**src/sv/ipv4p_pkg.sv**
```systemverilog
// Package for the IPv4 dotted address parser: transaction payload types,
// parser phase and radix codes, and the field limits used during assembly.
// No dependencies.
package ipv4p_pkg;

   // Input transaction: one character of the string
   typedef struct packed {
      logic [7:0] ch;
      logic       last;
   } req_type;

   // Result transaction
   typedef struct packed {
      logic        valid_res;
      logic [31:0] address;
   } rsp_type;

   // End-of-string snapshot passed from the parser to assembly
   typedef struct packed {
      logic             ok;
      logic [1:0]       count;
      logic [31:0]      number;
      logic [2:0][31:0] parts;
   } snap_type;

   localparam logic [2:0] PH_START  = 3'd0;
   localparam logic [2:0] PH_ZERO   = 3'd1;
   localparam logic [2:0] PH_DIGITS = 3'd2;
   localparam logic [2:0] PH_DONE   = 3'd3;
   localparam logic [2:0] PH_FAIL   = 3'd4;

   localparam logic [1:0] RDX_DEC = 2'd0;
   localparam logic [1:0] RDX_OCT = 2'd1;
   localparam logic [1:0] RDX_HEX = 2'd2;

   localparam logic [31:0] LIMIT_24 = 32'h00FF_FFFF;
   localparam logic [31:0] LIMIT_16 = 32'h0000_FFFF;
   localparam logic [31:0] LIMIT_8  = 32'h0000_00FF;
   localparam logic [31:0] ADDR_BAD = 32'hFFFF_FFFF;

endpackage

```
**src/sv/ipv4p_parse.sv**
```systemverilog
// Character-level parser: phase, radix, running part value and stored parts.
// Depends on ipv4p_pkg.
module ipv4p_parse (
   input  logic               clock,
   input  logic               reset,
   input  logic               step,
   input  ipv4p_pkg::req_type item,
   output ipv4p_pkg::snap_type snap
);
   import ipv4p_pkg::*;

   logic [2:0]  phase_ff, phase_in;
   logic [1:0]  radix_ff, radix_in;
   logic [31:0] number_ff, number_in;
   logic [1:0]  count_ff, count_in;
   logic [31:0] part_store_ff [3];

   logic        is_dec, is_ws, is_hex_letter, do_digits, store_en;
   logic [31:0] scaled;
   logic [7:0]  c;

   assign c = item.ch;

   always_comb begin
      is_dec        = c inside {[8'h30:8'h39]};
      is_ws         = c inside {8'h20, [8'h09:8'h0D]};
      is_hex_letter = c inside {[8'h61:8'h66], [8'h41:8'h46]};
      case (radix_ff)
         RDX_HEX: scaled = number_ff << 4;
         RDX_OCT: scaled = number_ff << 3;
         default: scaled = (number_ff << 3) + (number_ff << 1);
      endcase
   end

   always_comb begin
      phase_in  = phase_ff;
      radix_in  = radix_ff;
      number_in = number_ff;
      count_in  = count_ff;
      store_en  = 1'b0;
      do_digits = 1'b0;
      case (phase_ff)
         PH_START: begin
            if (!is_dec) begin
               phase_in = PH_FAIL;
            end else if (c == 8'h30) begin
               number_in = '0;
               radix_in  = RDX_OCT;
               phase_in  = PH_ZERO;
            end else begin
               number_in = {28'd0, c[3:0]};
               radix_in  = RDX_DEC;
               phase_in  = PH_DIGITS;
            end
         end
         PH_ZERO: begin
            if (c == 8'h78 || c == 8'h58) begin
               radix_in = RDX_HEX;
               phase_in = PH_DIGITS;
            end else begin
               do_digits = 1'b1;
            end
         end
         PH_DIGITS: do_digits = 1'b1;
         default: ;
      endcase

      if (do_digits) begin
         phase_in = PH_DIGITS;
         if (is_dec) begin
            number_in = scaled + {28'd0, c[3:0]};
         end else if (radix_ff == RDX_HEX && is_hex_letter) begin
            // 'a'/'A' low nibble is 1, so +9 gives 10
            number_in = scaled | {28'd0, c[3:0] + 4'd9};
         end else if (c == 8'h2E) begin
            if (count_ff == 2'd3) begin
               phase_in = PH_FAIL;
            end else begin
               store_en = 1'b1;
               count_in = count_ff + 2'd1;
               phase_in = PH_START;
            end
         end else if (c == 8'h00 || is_ws) begin
            phase_in = PH_DONE;
         end else begin
            phase_in = PH_FAIL;
         end
      end
   end

   // End of string acts as a NUL: any part with at least one digit finishes cleanly
   always_comb begin
      snap.ok     = (phase_in == PH_ZERO) || (phase_in == PH_DIGITS) ||
                    (phase_in == PH_DONE);
      snap.count  = count_in;
      snap.number = number_in;
      snap.parts  = {part_store_ff[2], part_store_ff[1], part_store_ff[0]};
   end

   always_ff @(posedge clock) begin
      if (reset) begin
         phase_ff  <= PH_START;
         radix_ff  <= RDX_DEC;
         number_ff <= '0;
         count_ff  <= '0;
      end else if (step) begin
         if (item.last) begin
            phase_ff  <= PH_START;
            radix_ff  <= RDX_DEC;
            number_ff <= '0;
            count_ff  <= '0;
         end else begin
            phase_ff  <= phase_in;
            radix_ff  <= radix_in;
            number_ff <= number_in;
            count_ff  <= count_in;
         end
      end
   end

   always_ff @(posedge clock) begin
      if (step && store_en) begin
         part_store_ff[count_ff] <= number_ff;
      end
   end

   a_clear_after_last: assert property (@(posedge clock) disable iff (reset)
      step && item.last |=> phase_ff == PH_START && count_ff == 2'd0 &&
                            radix_ff == RDX_DEC && number_ff == '0)
      else $error("parser state not cleared after last character");

   a_fail_sticks: assert property (@(posedge clock) disable iff (reset)
      step && !item.last && phase_ff == PH_FAIL |=> phase_ff == PH_FAIL)
      else $error("failed parse recovered before end of string");

   a_count_after_dot: assert property (@(posedge clock) disable iff (reset)
      step && !item.last && store_en |=> count_ff == $past(count_ff) + 2'd1)
      else $error("part count did not advance on separator");

endmodule

```
**src/sv/ipv4p_assemble.sv**
```systemverilog
// Address assembly: range check of the final part, merge of earlier parts,
// byte swap to network order. Depends on ipv4p_pkg.
module ipv4p_assemble (
   input  ipv4p_pkg::snap_type snap,
   output ipv4p_pkg::rsp_type  rsp
);
   import ipv4p_pkg::*;

   logic [31:0] v;
   logic        part_fits;

   always_comb begin
      v         = snap.number;
      part_fits = 1'b1;
      case (snap.count)
         2'd0: ;
         2'd1: begin
            part_fits = snap.number <= LIMIT_24;
            v = snap.number | (snap.parts[0] << 24);
         end
         2'd2: begin
            part_fits = snap.number <= LIMIT_16;
            v = snap.number | (snap.parts[0] << 24) | (snap.parts[1] << 16);
         end
         default: begin
            part_fits = snap.number <= LIMIT_8;
            v = snap.number | (snap.parts[0] << 24) | (snap.parts[1] << 16) |
                (snap.parts[2] << 8);
         end
      endcase

      rsp.valid_res = snap.ok && part_fits;
      rsp.address   = rsp.valid_res ? {v[7:0], v[15:8], v[23:16], v[31:24]} : ADDR_BAD;
   end

endmodule

```
**src/sv/ipv4_dotted_address_parser_core.sv**
```systemverilog
// IPv4 dotted address parser, top level.
// Depends on ipv4p_pkg, ipv4p_parse and ipv4p_assemble.
//
// Usage:
//   req channel: one ASCII character per transaction (req_data.ch), with
//   req_data.last set on the final character of the string. Characters with
//   last clear produce nothing. The transaction carrying last produces
//   exactly one rsp transaction: rsp_data.valid_res and rsp_data.address
//   (network byte order, all ones when the string does not parse).
//   Accepted forms are a, a.b, a.b.c and a.b.c.d with decimal, octal (leading
//   0) or hex (0x) parts; NUL or whitespace ends the parse early.
//   Throughput: one character per cycle, including back-to-back strings,
//   while the result side keeps up. The last character passes through the
//   input register, end-of-string stage and result register to rsp_valid.
//   The result register and a one-entry end-of-string stage decouple the
//   sides: while rsp_ready is low, characters keep flowing until both hold a
//   finished string; the next last character then waits in the input
//   register and req_ready drops.
//   Reset (synchronous) empties the pipeline and returns the parser to the
//   start of a string.
module ipv4_dotted_address_parser_core (
   input  logic               clock,
   input  logic               reset,
   input  logic               req_valid,
   output logic               req_ready,
   input  ipv4p_pkg::req_type req_data,
   output logic               rsp_valid,
   input  logic               rsp_ready,
   output ipv4p_pkg::rsp_type rsp_data
);
   import ipv4p_pkg::*;

   req_type  req_ff, req_in;
   logic     req_valid_ff, req_valid_in;
   snap_type snap_ff, snap_in, snap;
   logic     snap_valid_ff, snap_valid_in;
   rsp_type  rsp_ff, rsp_in, assembled;
   logic     rsp_valid_ff, rsp_valid_in;

   logic rsp_free, snap_move, snap_free, step;

   ipv4p_parse u_parse (
      .clock (clock),
      .reset (reset),
      .step  (step),
      .item  (req_ff),
      .snap  (snap)
   );

   ipv4p_assemble u_assemble (
      .snap (snap_ff),
      .rsp  (assembled)
   );

   always_comb begin
      rsp_free  = !rsp_valid_ff || rsp_ready;
      snap_move = snap_valid_ff && rsp_free;
      snap_free = !snap_valid_ff || snap_move;
      step      = req_valid_ff && (!req_ff.last || snap_free);
      req_ready = !req_valid_ff || step;

      req_in       = (req_valid && req_ready) ? req_data : req_ff;
      req_valid_in = req_ready ? req_valid : req_valid_ff;

      snap_in       = snap_ff;
      snap_valid_in = snap_valid_ff;
      if (step && req_ff.last) begin
         snap_in       = snap;
         snap_valid_in = 1'b1;
      end else if (snap_move) begin
         snap_valid_in = 1'b0;
      end

      rsp_in       = rsp_ff;
      rsp_valid_in = rsp_valid_ff;
      if (snap_move) begin
         rsp_in       = assembled;
         rsp_valid_in = 1'b1;
      end else if (rsp_ready) begin
         rsp_valid_in = 1'b0;
      end
   end

   always_ff @(posedge clock) begin
      if (reset) begin
         req_valid_ff  <= 1'b0;
         snap_valid_ff <= 1'b0;
         rsp_valid_ff  <= 1'b0;
      end else begin
         req_valid_ff  <= req_valid_in;
         snap_valid_ff <= snap_valid_in;
         rsp_valid_ff  <= rsp_valid_in;
      end
   end

   always_ff @(posedge clock) begin
      req_ff  <= req_in;
      snap_ff <= snap_in;
      rsp_ff  <= rsp_in;
   end

   assign rsp_valid = rsp_valid_ff;
   assign rsp_data  = rsp_ff;

   a_reset_empty: assert property (@(posedge clock)
      !reset && $past(reset) |-> !rsp_valid_ff && !snap_valid_ff && !req_valid_ff)
      else $error("pipeline not empty after reset");

   a_bad_is_ones: assert property (@(posedge clock) disable iff (reset)
      rsp_valid_ff && !rsp_ff.valid_res |-> rsp_ff.address == ADDR_BAD)
      else $error("invalid result without all-ones address");

   a_snap_held: assert property (@(posedge clock) disable iff (reset)
      snap_valid_ff && !rsp_free |=> snap_valid_ff && $stable(snap_ff))
      else $error("pending string result lost while output stalled");

   a_last_waits: assert property (@(posedge clock) disable iff (reset)
      req_valid_ff && req_ff.last && !snap_free |-> !step && !req_ready)
      else $error("last character consumed with no room for its result");

endmodule

```
**config.mk**
```make
export PLATFORM = sky130hd
export DESIGN_NAME = ipv4_dotted_address_parser_core
export DESIGN_NICKNAME = d
export VERILOG_FILES = /design/src/sv/ipv4p_pkg.sv /design/src/sv/ipv4p_parse.sv /design/src/sv/ipv4p_assemble.sv /design/src/sv/ipv4_dotted_address_parser_core.sv
export SDC_FILE = /design/constraint.sdc
export NUM_CORES = 1
export LEC_CHECK = 0
export ABC_CLOCK_PERIOD_IN_PS = 9700
export BUFFER_PORTS_ARGS = -buffer_cell sky130_fd_sc_hd__buf_4
export CAP_MARGIN = 0
export CORE_UTILIZATION = 40
export CTS_CLUSTER_SIZE = 24
export DETAILED_ROUTE_END_ITERATION = 7
export PLACE_DENSITY_LB_ADDON = 0.15
export REMOVE_ABC_BUFFERS = 1
export SYNTH_ARGS = -nofsm -noshare
export SYNTH_HDL_FRONTEND = slang
export SYNTH_SLANG_ARGS = --single-unit
```
**constraint.sdc**
```tcl
create_clock -name clock -period 9.7 [get_ports clock]
set_input_delay 0.97 -clock clock [delete_from_list [all_inputs] [get_ports clock]]
set_output_delay 0.97 -clock clock [all_outputs]
set_load 0.02 [all_outputs]
```
==> flow_summary.ini <==
[die]
dieArea_mm2 = 0.02945
ios = 48
die_w_um = 171.6
core_mm2 = 0.02801
dieHeight_um = 171.6
num_rows = 61
initial_core_util_pct = 41.08

[setup_path]
cp_cell_sequence = inv_1 > ha_2 > buf_4 > clkinv_1 > o32ai_2 > nand3b_2 > nor4_4 > and4bb_1 > a41oi_2 > a2111oi_2 > nor2_1
crit_slowest_cell = clkinv_1
crit_family = buffers and inverters
path_buf_inv = 3
path_max_fanout = 64
path_class = register to register
endpoint_kind = register
cpPeakStageDelay_ns = 0.73
cp.arrival_ns = 4.81
required_ns = 9.93
crit_path_start_kind = register

[synthesis]
yosysUniqueCellTypes = 86
avgSynthCellArea_um2 = 10.80
netlist_area_mm2 = 0.01151
synth_top_area_share_pct = 45.15
ys_ff_latch = 215
synth.most_common_cell = edfxtp_1
synth_area_leaders = edfxtp_1 45%, dfxtp_1 7.3%, ha_1 4.1%
yosysWarnings = 0
synth_top_area_cell = edfxtp_1
ys.flop_type = edfxtp_1
yosysSeqAreaShare_pct = 52.45
synthArstFlopShare_pct = 0
synth_edf_count = 173
syn_inst = 1065
synthTopCellsByCount = 173 x edfxtp_1, 103 x nand2_1, 78 x a21oi_1, 78 x nor2_1, 64 x o21ai_0

[pwr]
vdd_drop_max_mv = 0.09155
p_per_area_mw_per_mm2 = 150.2
p_leak_nw = 4.333
total_power_mw = 1.943

[global_routing]
grt_max_degree = 76
grt_pass1_vias = 8053
grt.total_usage_pct = 20.84
antenna_found_initial = 0
grt_first_pass_wirelength_um = 47320
grt_overflow = 0

[timing]
slew_violations = 0
max_slew_margin_pct = 24.63
rsz0062_at_grt = false
skew_ns = 0.01636
worst_hold_slack_ns = 0.4143
fmax_mhz = 218.3
worst_pin_slew_ns = 1.126
min_period_ns = 4.580
setup_violations = 0
timing.final.crit_share_pct = 47.22
finalHoldViolations = 0
worst_slack_ns = 5.120
tns_ns = 0

[status]
outcome = completed

[cts]
cts_tree = built
cts_inserted_buffers = 23
cts_htree_levels = 1
insertion_delay_ns = 0.50
root_buffer = clkbuf_16
cts_sinks = 215
cts_post_setup_buffers_inserted = 0
clock_path_buffers = 3
clk_pin_slew_ns = 0.06
cts_hold_buf = 0
cts_resized = 0

[layout]
n_antenna_cell = 0
syn_to_final_growth_pct = 12.47
drive_gt1_share_pct = 12.34
fill_cells = 2583
fin_area_mm2 = 0.01294
final_nets = 1147

[flow_run]
drv_cap = 0

[detailed_routing]
wl_per_cell_um = 20.20
wl_um = 30070
via_count = 8696
drt_iter0_drc = 709
first_pass_iters = 5
drtAntennaViolNets = 0
drc = 0
viasPerCell = 5.844

[placed_design]
globalplace.congestion = 0.8682
dpl.hpwl_um = 21780
place_area_mm2 = 0.01222
io_buffers = 47
place_ws_ns = 5.159

[min_path]
hold_path.class = register to register
[state kept, by name (all words and copies together), names as in the netlist]
name and cells:
snap_ff 83, u_parse.part_store_ff 48, rsp_data 33, u_parse.number_ff 32, req_ff 9, u_parse.phase_ff 3
u_parse.count_ff 2, u_parse.radix_ff 2, req_valid_ff 1, rsp_valid 1, snap_valid_ff 1
[power by group]
group	switching, mW	internal (mW)
clock	0.334	0.509
sequential	0.0119	1.00
combinational	0.0571	0.0283
total	0.403	1.54
[layout make-up]
class                      count  area, um^2  area share (%)
clock buffer                  35       640.6           4.950
clock inverter                 6       85.08          0.6574
inverter                      16       60.06          0.4640
multi-input combinational    776        5182           40.04
sequential                   215        6036           46.64
tap                          378       473.0           3.654
timing repair buffer          62       465.4           3.596
[worst paths after layout]
kind | startpoint | endpoint | slack (ns) | cells past startpoint
setup reg to reg | u_parse.radix_ff[0] | snap_ff[127] | 5.12 | 11
hold reg to reg | u_parse.part_store_ff[2][10] | snap_ff[74] | 0.41 | 0
setup / recovery | u_parse.radix_ff[0] | snap_ff[127] | 5.12 | 11
hold / removal | u_parse.part_store_ff[2][10] | snap_ff[74] | 0.41 | 0
[metal layers]
metal / part of all wire (%) / vias to the layer above / global-route usage, % / routed length (um)
li1: - / 4187 / - / -
met1: 48 / 4232 / 30.43 / 14430
met2: 46 / 246 / 33.44 / 13840
met3: 4.7 / 31 / 2.117 / 1427
met4: 1.2 / 0 / 4.115 / 365
met5: 0 / - / 0 / 0
[stage by stage]
step	util, %	cells
global route	46.21	1488
detailed placement	43.61	1447
global placement	43.61	1447
floorplan	-	1007
CTS	46.21	1488
finish	46.21	1488
[kinds of logic (layout without fill, tap and decap cells)]
group / Yosys count / count (layout) / share of synthesized area (%)
flip-flops: 215 / 215 / 52.45
AND/OR/NAND/NOR: 356 / 356 / 16.04
AO/OA/AOI/OAI: 345 / 345 / 21.46
XOR/XNOR: 25 / 25 / 1.903
adder cells (fa/ha/maj): 40 / 40 / 4.480
buffers and inverters: 74 / 119 / 2.762
multiplexers: 10 / 10 / 0.9025
[worst reg2reg max path, delay by kind of cell, from the launching register on]
family	cells	cell delay [ns]
adders and majority gates	1	0.30
buffers and inverters	3	1.34
AOI/OAI and AO/OA	3	1.11
DFF	1	0.34
and+or+nand+nor	4	1.25
[cells in the final DEF (no fill, tap or decap), drive strengths merged, types with 5 or more instances in the layout]
| master | synthesis | final |
|---|---|---|
| a32oi | 8 | 8 |
| and3 | 7 | 7 |
| nand2b | 19 | 19 |
| a21oi | 79 | 79 |
| inv | 15 | 16 |
| nand3 | 38 | 38 |
| clkbuf | 43 | 35 |
| or3 | 12 | 12 |
| buf | 15 | 62 |
| nand2 | 103 | 103 |
| or2 | 7 | 7 |
| nand4b | 6 | 6 |
| xor2 | 11 | 11 |
| nor3 | 20 | 20 |
| o211ai | 9 | 9 |
| a31oi | 14 | 14 |
| o32ai | 7 | 7 |
| nor4 | 13 | 13 |
| nor2b | 5 | 5 |
| a21o | 34 | 34 |
| mux2i | 7 | 7 |
| xnor2 | 14 | 14 |
| a211oi | 6 | 6 |
| nor3b | 7 | 7 |
| nand4 | 9 | 9 |
| a221oi | 21 | 21 |
| dfxtp | 42 | 42 |
| a221o | 14 | 14 |
| a22oi | 29 | 29 |
| o21a | 8 | 8 |
| edfxtp | 173 | 173 |
| and2 | 13 | 13 |
| ha | 38 | 38 |
| nor2 | 78 | 78 |
| a22o | 12 | 12 |
| o21ai | 73 | 73 |
Note: power is estimated with default switching activity, not from simulation.
